<file path="src/stq_pkg.sv">
// ----------------------------------------------------------------------------
// stq_pkg: shared types and constants of the sorted timer queue
// Command and result codes, payload structs and the front-to-back token.
// ----------------------------------------------------------------------------
package stq_pkg;

  localparam int NUM_SLOTS = 32;
  localparam int SLOT_W = $clog2(NUM_SLOTS);
  localparam int CNT_W = $clog2(NUM_SLOTS + 1);
  localparam int MAX_FIRE = 32;
  localparam logic [31:0] NONE_DEADLINE = 32'hffffffff;

  typedef enum logic [2:0] {
    CMD_TICK    = 3'd0,
    CMD_ALLOC   = 3'd1,
    CMD_FREE    = 3'd2,
    CMD_INIT    = 3'd3,
    CMD_SETTIME = 3'd4
  } cmd_t;

  localparam logic [2:0] KIND_DONE       = 3'd0;
  localparam logic [2:0] KIND_FIRED      = 3'd1;
  localparam logic [2:0] KIND_ALLOC_OK   = 3'd2;
  localparam logic [2:0] KIND_ALLOC_FAIL = 3'd3;
  localparam logic [2:0] KIND_FULL       = 3'd4;

  localparam logic [1:0] ST_FREE  = 2'd0;
  localparam logic [1:0] ST_ALLOC = 2'd1;
  localparam logic [1:0] ST_RUN   = 2'd2;

  typedef struct packed {
    logic [2:0]  command;
    logic [4:0]  slot;
    logic [3:0]  queue_id;
    logic [7:0]  payload;
    logic [31:0] timeout;
  } in_item_t;

  typedef struct packed {
    logic [2:0] kind;
    logic [4:0] slot_out;
    logic [3:0] fired_queue;
    logic [7:0] fired_data;
    logic       last;
  } out_item_t;

  // Work handed from the front end to the list engine
  typedef enum logic [1:0] {
    OP_REPORT = 2'd0,
    OP_TICK   = 2'd1,
    OP_INSERT = 2'd2
  } op_t;

  typedef struct packed {
    op_t              op;
    logic [2:0]       kind;
    logic [SLOT_W-1:0] slot;
    logic [31:0]      deadline;
  } token_t;

  typedef enum logic [2:0] {
    BK_IDLE, BK_FIRE_RD, BK_FIRE_CHK, BK_FIRE_OUT, BK_SHIFT, BK_INS_RD, BK_INS_CHK,
    BK_INS_MOVE
  } bk_state_t;

endpackage

</file>
<file path="src/stq_front.sv">
// ----------------------------------------------------------------------------
// stq_front: command decode and slot table
// Owns slot states, queue ids, data bytes and the tick count; turns each
// transaction into one token for the list engine.
// ----------------------------------------------------------------------------
module stq_front import stq_pkg::*; (
  input  logic     clk,
  input  logic     rst,
  input  logic     in_valid,
  output logic     in_stall,
  input  in_item_t in_data,
  output logic     tok_valid,
  input  logic     tok_stall,
  output token_t   tok,
  input  logic     eng_busy,
  // slot table reads and state updates from the back end
  input  logic [SLOT_W-1:0] rd_slot,
  output logic [3:0] rd_queue,
  output logic [7:0] rd_data,
  input  logic       set_alloc,
  input  logic [SLOT_W-1:0] set_alloc_slot,
  input  logic       set_run,
  input  logic [SLOT_W-1:0] set_run_slot
);

  logic [1:0]  slot_state [NUM_SLOTS];
  logic [3:0]  slot_queue [NUM_SLOTS];
  logic [7:0]  slot_data [NUM_SLOTS];
  logic [31:0] tick_count;
  logic        slot_ok;
  logic        found;
  logic [SLOT_W-1:0] free_idx;
  logic [SLOT_W-1:0] s;
  logic        take;
  token_t      tok_next;

  assign s = in_data.slot[SLOT_W-1:0];
  assign slot_ok = (32'(in_data.slot) < NUM_SLOTS);
  // Hold new transactions until the list engine has finished the previous one
  assign in_stall = tok_valid || eng_busy;
  assign take = in_valid && !in_stall;

  always_comb begin
    found = 1'b0;
    free_idx = '0;
    for (int i = NUM_SLOTS - 1; i >= 0; i--) begin
      if (slot_state[i] == ST_FREE) begin
        found = 1'b1;
        free_idx = SLOT_W'(i);
      end
    end
  end

  always_comb begin
    tok_next = '{op: OP_REPORT, kind: KIND_DONE, slot: '0,
                 deadline: in_data.timeout + tick_count};
    case (in_data.command)
      CMD_TICK: begin
        tok_next.op = OP_TICK;
        tok_next.deadline = tick_count + 32'd1;
      end
      CMD_ALLOC: begin
        tok_next.kind = found ? KIND_ALLOC_OK : KIND_ALLOC_FAIL;
        tok_next.slot = found ? free_idx : '0;
      end
      CMD_SETTIME: begin
        tok_next.slot = s;
        if (slot_ok) tok_next.op = OP_INSERT;
      end
      default: ;
    endcase
  end

  always_ff @(posedge clk) begin
    if (rst) begin
      tok_valid <= 1'b0;
      tick_count <= '0;
      for (int i = 0; i < NUM_SLOTS; i++) slot_state[i] <= ST_FREE;
    end else begin
      if (take) begin
        tok_valid <= 1'b1;
        tok <= tok_next;
      end else if (!tok_stall) begin
        tok_valid <= 1'b0;
      end
      if (set_alloc) slot_state[set_alloc_slot] <= ST_ALLOC;
      else if (set_run) slot_state[set_run_slot] <= ST_RUN;
      if (take) begin
        case (in_data.command)
          CMD_TICK: tick_count <= tick_count + 32'd1;
          CMD_ALLOC: if (found) slot_state[free_idx] <= ST_ALLOC;
          CMD_FREE: if (slot_ok) slot_state[s] <= ST_FREE;
          CMD_INIT: if (slot_ok) begin
            slot_queue[s] <= in_data.queue_id;
            slot_data[s] <= in_data.payload;
          end
          default: ;
        endcase
      end
    end
  end

  assign rd_queue = slot_queue[rd_slot];
  assign rd_data  = slot_data[rd_slot];

endmodule

</file>
<file path="src/stq_back.sv">
// ----------------------------------------------------------------------------
// stq_back: sorted deadline list engine
// Walks the order list entry by entry to fire expired timers or to
// insert a new one, and emits the results; it takes no new token until idle.
// ----------------------------------------------------------------------------
module stq_back import stq_pkg::*; (
  input  logic      clk,
  input  logic      rst,
  input  logic      tok_valid,
  output logic      tok_stall,
  input  token_t    tok,
  output logic      out_valid,
  input  logic      out_stall,
  output out_item_t out_data,
  output logic      eng_busy,
  output logic [SLOT_W-1:0] rd_slot,
  input  logic [3:0] rd_queue,
  input  logic [7:0] rd_data,
  output logic       set_alloc,
  output logic [SLOT_W-1:0] set_alloc_slot,
  output logic       set_run,
  output logic [SLOT_W-1:0] set_run_slot
);

  logic [SLOT_W-1:0] order_list [NUM_SLOTS];
  logic [31:0] slot_deadline [NUM_SLOTS];
  logic [CNT_W-1:0] active_count;
  logic [31:0] next_deadline;
  bk_state_t state, state_next;
  token_t cur;
  logic [CNT_W-1:0] idx;
  logic [CNT_W-1:0] nfired;
  logic [SLOT_W-1:0] ent;
  logic [31:0] ent_dl;
  out_item_t pend;
  logic out_free;
  logic idle_take;
  logic fire_go;
  logic emit;

  assign out_free = !out_valid || !out_stall;
  assign tok_stall = (state != BK_IDLE) || !out_free;
  assign eng_busy = (state != BK_IDLE);
  assign idle_take = (state == BK_IDLE) && tok_valid && out_free;
  assign fire_go = (tok.op == OP_TICK) && (next_deadline <= tok.deadline);
  assign rd_slot = ent;
  assign set_alloc = (state == BK_FIRE_OUT) && out_free;
  assign set_alloc_slot = ent;
  assign set_run = idle_take && (tok.op == OP_INSERT) &&
                   (active_count != CNT_W'(NUM_SLOTS));
  assign set_run_slot = tok.slot;
  // A fired result is held back one step so the final one can carry last
  assign emit = (idle_take && !fire_go) ||
                ((state == BK_FIRE_OUT) && out_free && (nfired != '0)) ||
                ((state == BK_SHIFT) && (idx >= active_count - nfired) && out_free);

  always_comb begin
    state_next = state;
    case (state)
      BK_IDLE: if (idle_take) begin
        if (fire_go) state_next = BK_FIRE_RD;
        else if (tok.op == OP_INSERT && active_count != CNT_W'(NUM_SLOTS))
          state_next = BK_INS_RD;
      end
      BK_FIRE_RD: begin
        if (idx < active_count && 32'(idx) < MAX_FIRE) state_next = BK_FIRE_CHK;
        else state_next = BK_SHIFT;
      end
      BK_FIRE_CHK: state_next = (ent_dl > cur.deadline) ? BK_SHIFT : BK_FIRE_OUT;
      BK_FIRE_OUT: if (out_free) state_next = BK_FIRE_RD;
      BK_SHIFT: if (idx >= active_count - nfired && out_free) state_next = BK_IDLE;
      BK_INS_RD: state_next = (idx < active_count) ? BK_INS_CHK : BK_INS_MOVE;
      BK_INS_CHK: state_next = (ent_dl >= cur.deadline) ? BK_INS_MOVE : BK_INS_RD;
      BK_INS_MOVE: state_next = BK_IDLE;
      default: state_next = BK_IDLE;
    endcase
  end

  always_ff @(posedge clk) begin
    if (rst) begin
      state <= BK_IDLE;
      out_valid <= 1'b0;
      active_count <= '0;
      next_deadline <= NONE_DEADLINE;
    end else begin
      state <= state_next;
      if (emit) out_valid <= 1'b1;
      else if (!out_stall) out_valid <= 1'b0;
      case (state)
        BK_IDLE: if (idle_take) begin
          cur <= tok; idx <= '0; nfired <= '0;
          if (!fire_go) begin
            out_data <= '{kind: (tok.op == OP_TICK) ? KIND_DONE :
                          (tok.op == OP_INSERT) ?
                          ((active_count == CNT_W'(NUM_SLOTS)) ? KIND_FULL : KIND_DONE)
                          : tok.kind,
                          slot_out: (tok.op == OP_REPORT) ? 5'(tok.slot) : 5'd0,
                          fired_queue: '0, fired_data: '0, last: 1'b1};
            if (tok.op == OP_INSERT && active_count != CNT_W'(NUM_SLOTS))
              slot_deadline[tok.slot] <= tok.deadline;
          end
        end
        BK_FIRE_RD: begin
          ent <= order_list[idx[SLOT_W-1:0]];
          ent_dl <= slot_deadline[order_list[idx[SLOT_W-1:0]]];
          // Restart the index for the compaction pass
          if (state_next == BK_SHIFT) idx <= '0;
        end
        BK_FIRE_CHK: if (state_next == BK_SHIFT) idx <= '0;
        BK_FIRE_OUT: if (out_free) begin
          if (nfired != '0) out_data <= pend;
          pend <= '{kind: KIND_FIRED, slot_out: 5'(ent), fired_queue: rd_queue,
                    fired_data: rd_data, last: 1'b0};
          idx <= idx + 1'b1;
          nfired <= nfired + 1'b1;
        end
        BK_SHIFT: begin
          if (idx < active_count - nfired) begin
            order_list[idx[SLOT_W-1:0]] <= order_list[SLOT_W'(idx + nfired)];
            idx <= idx + 1'b1;
          end else if (out_free) begin
            active_count <= active_count - nfired;
            next_deadline <= (active_count != nfired) ? slot_deadline[order_list[0]]
                                                     : NONE_DEADLINE;
            if (nfired == '0) begin
              out_data <= '{kind: KIND_DONE, slot_out: '0, fired_queue: '0,
                            fired_data: '0, last: 1'b1};
            end else begin
              out_data <= '{kind: pend.kind, slot_out: pend.slot_out,
                            fired_queue: pend.fired_queue,
                            fired_data: pend.fired_data, last: 1'b1};
            end
          end
        end
        BK_INS_RD: if (idx < active_count) begin
          ent_dl <= slot_deadline[order_list[idx[SLOT_W-1:0]]];
        end
        BK_INS_CHK: if (ent_dl < cur.deadline) idx <= idx + 1'b1;
        BK_INS_MOVE: begin
          for (int j = NUM_SLOTS - 1; j > 0; j--)
            if (CNT_W'(j) > idx && CNT_W'(j) <= active_count)
              order_list[j] <= order_list[j-1];
          order_list[idx[SLOT_W-1:0]] <= cur.slot;
          active_count <= active_count + 1'b1;
          next_deadline <= (idx == '0) ? cur.deadline : slot_deadline[order_list[0]];
        end
        default: ;
      endcase
    end
  end

  assert property (@(posedge clk) disable iff (rst) active_count <= CNT_W'(NUM_SLOTS))
    else $error("list overflow");
  assert property (@(posedge clk) disable iff (rst)
    (state != BK_IDLE) |-> tok_stall) else $error("token taken while busy");
  assert property (@(posedge clk) disable iff (rst)
    (active_count == '0 && state == BK_IDLE) |-> next_deadline == NONE_DEADLINE)
    else $error("empty list with live deadline");

endmodule

</file>
<file path="src/sorted_software_timer_queue_unit.sv">
// Every transaction but a firing tick gives its one result as the list engine takes its
// token; alloc, free, init, a tick with nothing due and a refused set time end there.
// Set time then walks the list entry by entry to the insert point and moves the entries.
// A firing tick reads, checks and emits each fired timer, then compacts the remaining entries.
// A new transaction is taken once the list engine is idle; one more waits behind a stall.
// Reset (synchronous, rst high) frees all slots, empties the list, zeroes the count.
module sorted_software_timer_queue_unit import stq_pkg::*; (
  input  logic      clk,
  input  logic      rst,
  input  logic      in_valid,
  output logic      in_stall,
  input  in_item_t  in_data,
  output logic      out_valid,
  input  logic      out_stall,
  output out_item_t out_data
);

  logic tok_valid, tok_stall;
  token_t tok;
  logic eng_busy;
  logic [SLOT_W-1:0] rd_slot, set_alloc_slot, set_run_slot;
  logic [3:0] rd_queue;
  logic [7:0] rd_data;
  logic set_alloc, set_run;

  stq_front u_front (.clk, .rst, .in_valid, .in_stall, .in_data, .tok_valid,
    .tok_stall, .tok, .eng_busy, .rd_slot, .rd_queue, .rd_data, .set_alloc,
    .set_alloc_slot, .set_run, .set_run_slot);

  stq_back u_back (.clk, .rst, .tok_valid, .tok_stall, .tok, .out_valid,
    .out_stall, .out_data, .eng_busy, .rd_slot, .rd_queue, .rd_data, .set_alloc,
    .set_alloc_slot, .set_run, .set_run_slot);

endmodule

</file>
<file path="config.mk">
export PLATFORM = sky130hd
export DESIGN_NAME = sorted_software_timer_queue_unit
export DESIGN_NICKNAME = d
export VERILOG_FILES = /design/src/stq_pkg.sv /design/src/stq_front.sv /design/src/stq_back.sv /design/src/sorted_software_timer_queue_unit.sv
export SDC_FILE = /design/constraint.sdc
export NUM_CORES = 2
export LEC_CHECK = 0
export BUFFER_PORTS_ARGS = -buffer_cell sky130_fd_sc_hd__buf_2
export CAP_MARGIN = 5
export CORE_ASPECT_RATIO = 1.2
export CORE_MARGIN = 2
export CORE_UTILIZATION = 55
export DETAILED_ROUTE_END_ITERATION = 16
export HOLD_SLACK_MARGIN = 0.1
export PLACE_DENSITY = 0.69
export SLEW_MARGIN = 20
export SYNTH_ARGS = -nofsm -noshare
export SYNTH_HDL_FRONTEND = slang
export SYNTH_HIERARCHICAL = 1
export SYNTH_SLANG_ARGS = --single-unit
</file>
<file path="constraint.sdc">
create_clock -name clk -period 5.9 [get_ports clk]
set_clock_uncertainty 0.15 [all_clocks]
set_input_delay 0.885 -clock clk [delete_from_list [all_inputs] [get_ports clk]]
set_output_delay 0.885 -clock clk [all_outputs]
set_load 0.1 [all_outputs]
</file>
Word-level counts from Yosys, hierarchy flattened
Memories as Yosys holds them, arrays and structs flattened. A register that Yosys moved wholly into a read port is not among the register bits.
Cells that the tools add are included.
Cells by class
  $add $sub $neg: 7
  multiply operators: 0
  div/mod/pow operators: 0
  $lt $le $gt $ge: 70
  equal/unequal tests: 29
  shift operators: 0
  mux-type cells: 286
  bitwise operators: 2
  reduce and logical (&&, ||, !) cells: 114
Operator list (count)
  $mux 1: 201
  $mux 5: 40
  $mux 32: 6
  $pmux 32 s2: 2
  $mux 21: 6
  $gt 5x6->1 const A: 16
  $le 5x6->1 const A: 16
  $logic_not 2->1: 33
  $pmux 21 s3: 1
  $gt 4x6->1 const A: 8
  $le 4x6->1 const A: 8
  $mux 6: 8
  $logic_and 1x1->1: 45
  $add 32x1->32 const B: 1
  $add 32x32->32: 1
  $ge 32x32->1: 1
  $gt 32x32->1: 1
  $le 32x32->1: 1
  $lt 32x32->1: 1
  $mux 3: 10
  $pmux 6 s5: 1
  $gt 3x6->1 const A: 4
  $le 3x6->1 const A: 4
  $pmux 3 s8: 1
  41 further kinds: 92
Word-level totals
  flip-flop bits (word level): 229
  bits in latches: 0
  memory bits (writable): 1632
  memory bits (read-only): 0
  output and inout port bits: 23
  logic and storage cells: 535
  memories: 5
Memories
  u_back.slot_deadline: depth 32, bits a word 32, rd ports 2, clocked after memory_dff 0, wr ports 1, RTL line stq_back.sv:26  | logic [31:0] slot_deadline [NUM_SLOTS];
  u_front.slot_data: depth 32, bits a word 8, rd ports 1, clocked after memory_dff 1, wr ports 1, RTL line stq_front.sv:28  | logic [7:0] slot_data [NUM_SLOTS];
  u_back.order_list: depth 32, bits a word 5, rd ports 33, clocked after memory_dff 1, wr ports 32, RTL line stq_back.sv:25  | logic [SLOT_W-1:0] order_list [NUM_SLOTS];
  u_front.slot_queue: depth 32, bits a word 4, rd ports 1, clocked after memory_dff 1, wr ports 1, RTL line stq_front.sv:27  | logic [3:0] slot_queue [NUM_SLOTS];
  u_front.slot_state: depth 32, bits a word 2, rd ports 32, clocked after memory_dff 0, wr ports 32, RTL line stq_front.sv:26  | logic [1:0] slot_state [NUM_SLOTS];

Depth between registers and ports, before layout
An unclocked memory read counts as a cell.
  depth after elaboration: 42
  mapped depth: 18

Cells and area by module
Netlist, hierarchy kept.
Modules (own cells, without submodules)
  stq_back: instances 1, cells an instance 4423, area an instance 67065.6 µm², sequential area each 40218.6 µm²
  stq_front: instances 1, cells an instance 1661, area an instance 23792.8 µm², sequential area each 15024.4 µm²

Worst setup path after synthesis
No wires, ideal clock.
  path type: input -> register
  from: in out_stall
  to: mem u_back.slot_deadline[28][0], enable pin
  setup time: 421 ps
  arrival: 4831 ps
  data required time: 5329 ps
  setup slack: 498 ps
  stages: 6
  path buffers: 0
  cell sequence: nand2_1 > nand3_1 > nor2_1 > and4_1 > nand3_1 > nor2_1
On the way
  word-level cells in the longest chain between the ends: 7
Ends and longest elaborated chain
  start: declaration: RTL line sorted_software_timer_queue_unit.sv:14  | input logic out_stall,
  $logic_not 1->1: RTL line stq_back.sv:41  | assign out_free = !out_valid || !out_stall;
  $logic_or 1x1->1: RTL line stq_back.sv:41
  $logic_and 1x1->1: RTL line stq_back.sv:44  | assign idle_take = (state == BK_IDLE) && tok_valid && out_free;
  $mux 1: RTL line stq_back.sv:90  | BK_IDLE: if (idle_take) begin
  $mux 1: RTL line stq_back.sv:89  | case (state)
  $mux 1: RTL line stq_back.sv:80  | if (rst) begin
  $mux 1 (not written as such): RTL line stq_back.sv:100  | slot_deadline[tok.slot] <= tok.deadline;
  end: declaration: RTL line stq_back.sv:26
Every way passes these cells.

==> flow_summary.yaml <==
outcome:
  status: "complete, no violations"
routing:
  vias: 58400
  drtIter0Drc: 8198
  drtAntennaViolNets: 0
  wire_per_inst_um: 31.4
  firstDrtPassIters: 8
  viasPerCell: 6.94
  post-route-drc-count: 0
  routed_wl_mm: 264
clocking:
  post-cts-setup-buffers: 0
  ctsHtreeMaxLevel: 4
  cts_tree: "built"
  cts_resized: 0
  cts_max_path_buffers: 3
  numCtsBuffers: 178
  cts_sinks: 1877
  path_clk_slew_ns: 0.07
  cts-root-buf: "clkbuf_16"
  hold_buffers: 0
  clkLatencyLatePin_ns: 0.85
yosys:
  yosysUniqueCellTypes: 96
  synthCells: 6084
  yosysSeqAreaShare: 0.608
  syn_nets: 6268
  yosys_warnings: 6
  ys_ff_latch: 1877
  synth.avg_cell_area_um2: 14.9
  synth_ff_type: "edfxtp_1"
  synth_edf_count: 1765
  syn_area_mm2: 0.0909
  ys_async_sr_fraction: 0
min_path:
  hold_class: "in -> reg"
floorplan:
  die-area_mm2: 0.168
  coreArea_mm2: 0.164
  fp.dieH_um: 449
  start_util: 0.553
  die_x_um: 375
  io_pins: 79
  rows: 163
cells_and_area:
  multi_input_area_mm2: 0.0338
  drive_above_1_share: 0.236
  seqCellArea_mm2: 0.0552
  fillCellCount: 11800
  nets: 6305
  area_growth_syn_to_layout_pct: 10.5
  final_core_util: 0.612
  final_cell_mix: "1765 x edfxtp_1, 513 x mux4_2, 473 x nand2_1, 333 x nor2_1, 300 x mux2_2"
  final_common_cell: "edfxtp_1"
worst_setup_path:
  cpPeakStageDelay_ns: 1.07
  crit_chain: "buf_4 > mux2i_1 > a22oi_1 > nand3_1 > nand4_1 > buf_4 > nor2b_4 > buf_4 > a32oi_1 > nand3_1 > nand3_1"
  slowest_stage: "dfxtp_2"
  crit_fanout: 38
  cp_num_buf_inv: 3
  path_delay_family: "simple AND/OR/NAND/NOR gates"
  end_kind: "flop"
  cp_data_arrival_time_ns: 5.55
  critPathKind: "reg -> reg"
  cp-start-kind: "flop"
  required_ns: 6.32
timing:
  worst_slew_pin_slew_ns: 1.20
  setup_viol: 0
  max_freq_ghz: 0.195
  finalCritPeriodShare: 0.870
  drv_slew: 0
  fin_crit_ns: 5.13
  hold_viol: 0
  grt_setup_unrepaired: "false"
  slew_headroom: 0.197
  fin_tns_setup_ns: 0
grt:
  grt.overflow.total: 0
  grt_pass1_vias: 57000
  antenna_found_initial: 9
  grt_pass1_wl_mm: 384
  grt_max_degree: 116
  track_usage: 0.312
place:
  hpwlAfterDp_mm: 167
  port-buffer-count: 78
  gp_congestion: 0.951
power_and_ir_drop:
  power_leakage_nw: 33.3
  powerDensity_mw_per_mm2: 509
  irDropWorstVdd_mv: 0.818
run:
  drv_cap: 0
==> power by group <==
part           total (W)  internal (W)  switching (W)  leakage, nW
logic             0.0222       0.00858         0.0136         13.5
registers         0.0170        0.0165       0.000504         16.8
clock network     0.0118       0.00675        0.00510         2.92
total             0.0511        0.0318         0.0192         33.3
==> Yosys cell counts, drive strengths merged (33+ instances only) <==
library cell     n  area share
a211oi         203       0.017
a21oi          168      0.0093
a22oi           71      0.0059
a31oi           78      0.0054
a32oi           62      0.0060
and2            87      0.0060
buf            184       0.011
clkbuf         230      0.0095
dfxtp          112       0.025
edfxtp        1765        0.58
ha             125       0.017
inv            117      0.0048
mux2           331       0.041
mux2i          235       0.026
mux4           517        0.13
nand2          478       0.020
nand2b          33      0.0023
nand3          152      0.0086
nor2           391       0.016
nor3            55      0.0032
nor4            44      0.0035
o211ai          52      0.0043
o21ai          154      0.0085
o22ai           58      0.0041
xnor2           48      0.0046
xor2            41      0.0040
==> state kept, by name, indices dropped and copies added (netlist names), 6 cells and up, named ones only <==
name                  count
u_back/active_count       6
u_back/cur               37
u_back/ent_dl            32
u_back/idx                6
u_back/next_deadline     32
u_back/nfired             6
u_back/order_list       160
u_back/out_data          21
u_back/pend              17
u_back/slot_deadline   1024
u_front/slot_data       256
u_front/slot_queue      128
u_front/slot_state       64
u_front/tick_count       32
u_front/tok              41
==> final cells by class <==
cell class / instances / area share
Inverter: 119 / 0.00452
Clock inverter: 111 / 0.0132
Timing Repair Buffer: 271 / 0.0221
Tap cell: 2145 / 0.0267
Antenna cell: 2 / 0.0000498
Clock buffer: 219 / 0.0467
Sequential cell: 1877 / 0.550
Multi-Input combinational cell: 3674 / 0.336
==> path summary, 6_finish.rpt <==
path,start,end,slack [ns],depth (start not counted)
worst max-delay path,flop,u_back/ent_dl[13],0.77,11
worst min-delay path,rst,u_back/active_count[4],0.29,2
worst max register to register,flop,u_back/ent_dl[13],0.77,11
worst min register to register,u_back/next_deadline[0],u_back/next_deadline[0],0.34,2
==> per-layer routing <==
layer  up-vias  part of all wire  track usage
met5         -                 0            0
met4         0             0.055        0.149
met3       790             0.099       0.0539
met2      3716              0.48        0.507
met1     29500              0.37        0.411
li1      24400                 -            -
==> logic make-up after synthesis <==
family,count (synthesis),synth area share
DFF,1877,0.608
and+or+nand+nor,1360,0.0686
muxes,1083,0.195
AOI/OAI and AO/OA,1013,0.0760
buffers and inverters,533,0.0257
adders and majority gates,128,0.0179
xor gates and xnor gates,89,0.00858
other,1,0.0000413
==> through the flow <==
stage               hold WS, ns  area, um^2  setup slack, ns  instances  power (W)
detailed placement        0.323       94300            0.885       8085     0.0390
global placement          0.320       94300            0.891       8084     0.0387
floorplan                 0.299       90900            0.498       6084     0.0326
finish                    0.290      100000            0.768       8418     0.0511
CTS                       0.236      100000            0.885       8415     0.0508
global route              0.264      100000            0.661       8418     0.0530
No activity file was read; power rests on OpenSTA's default activity.
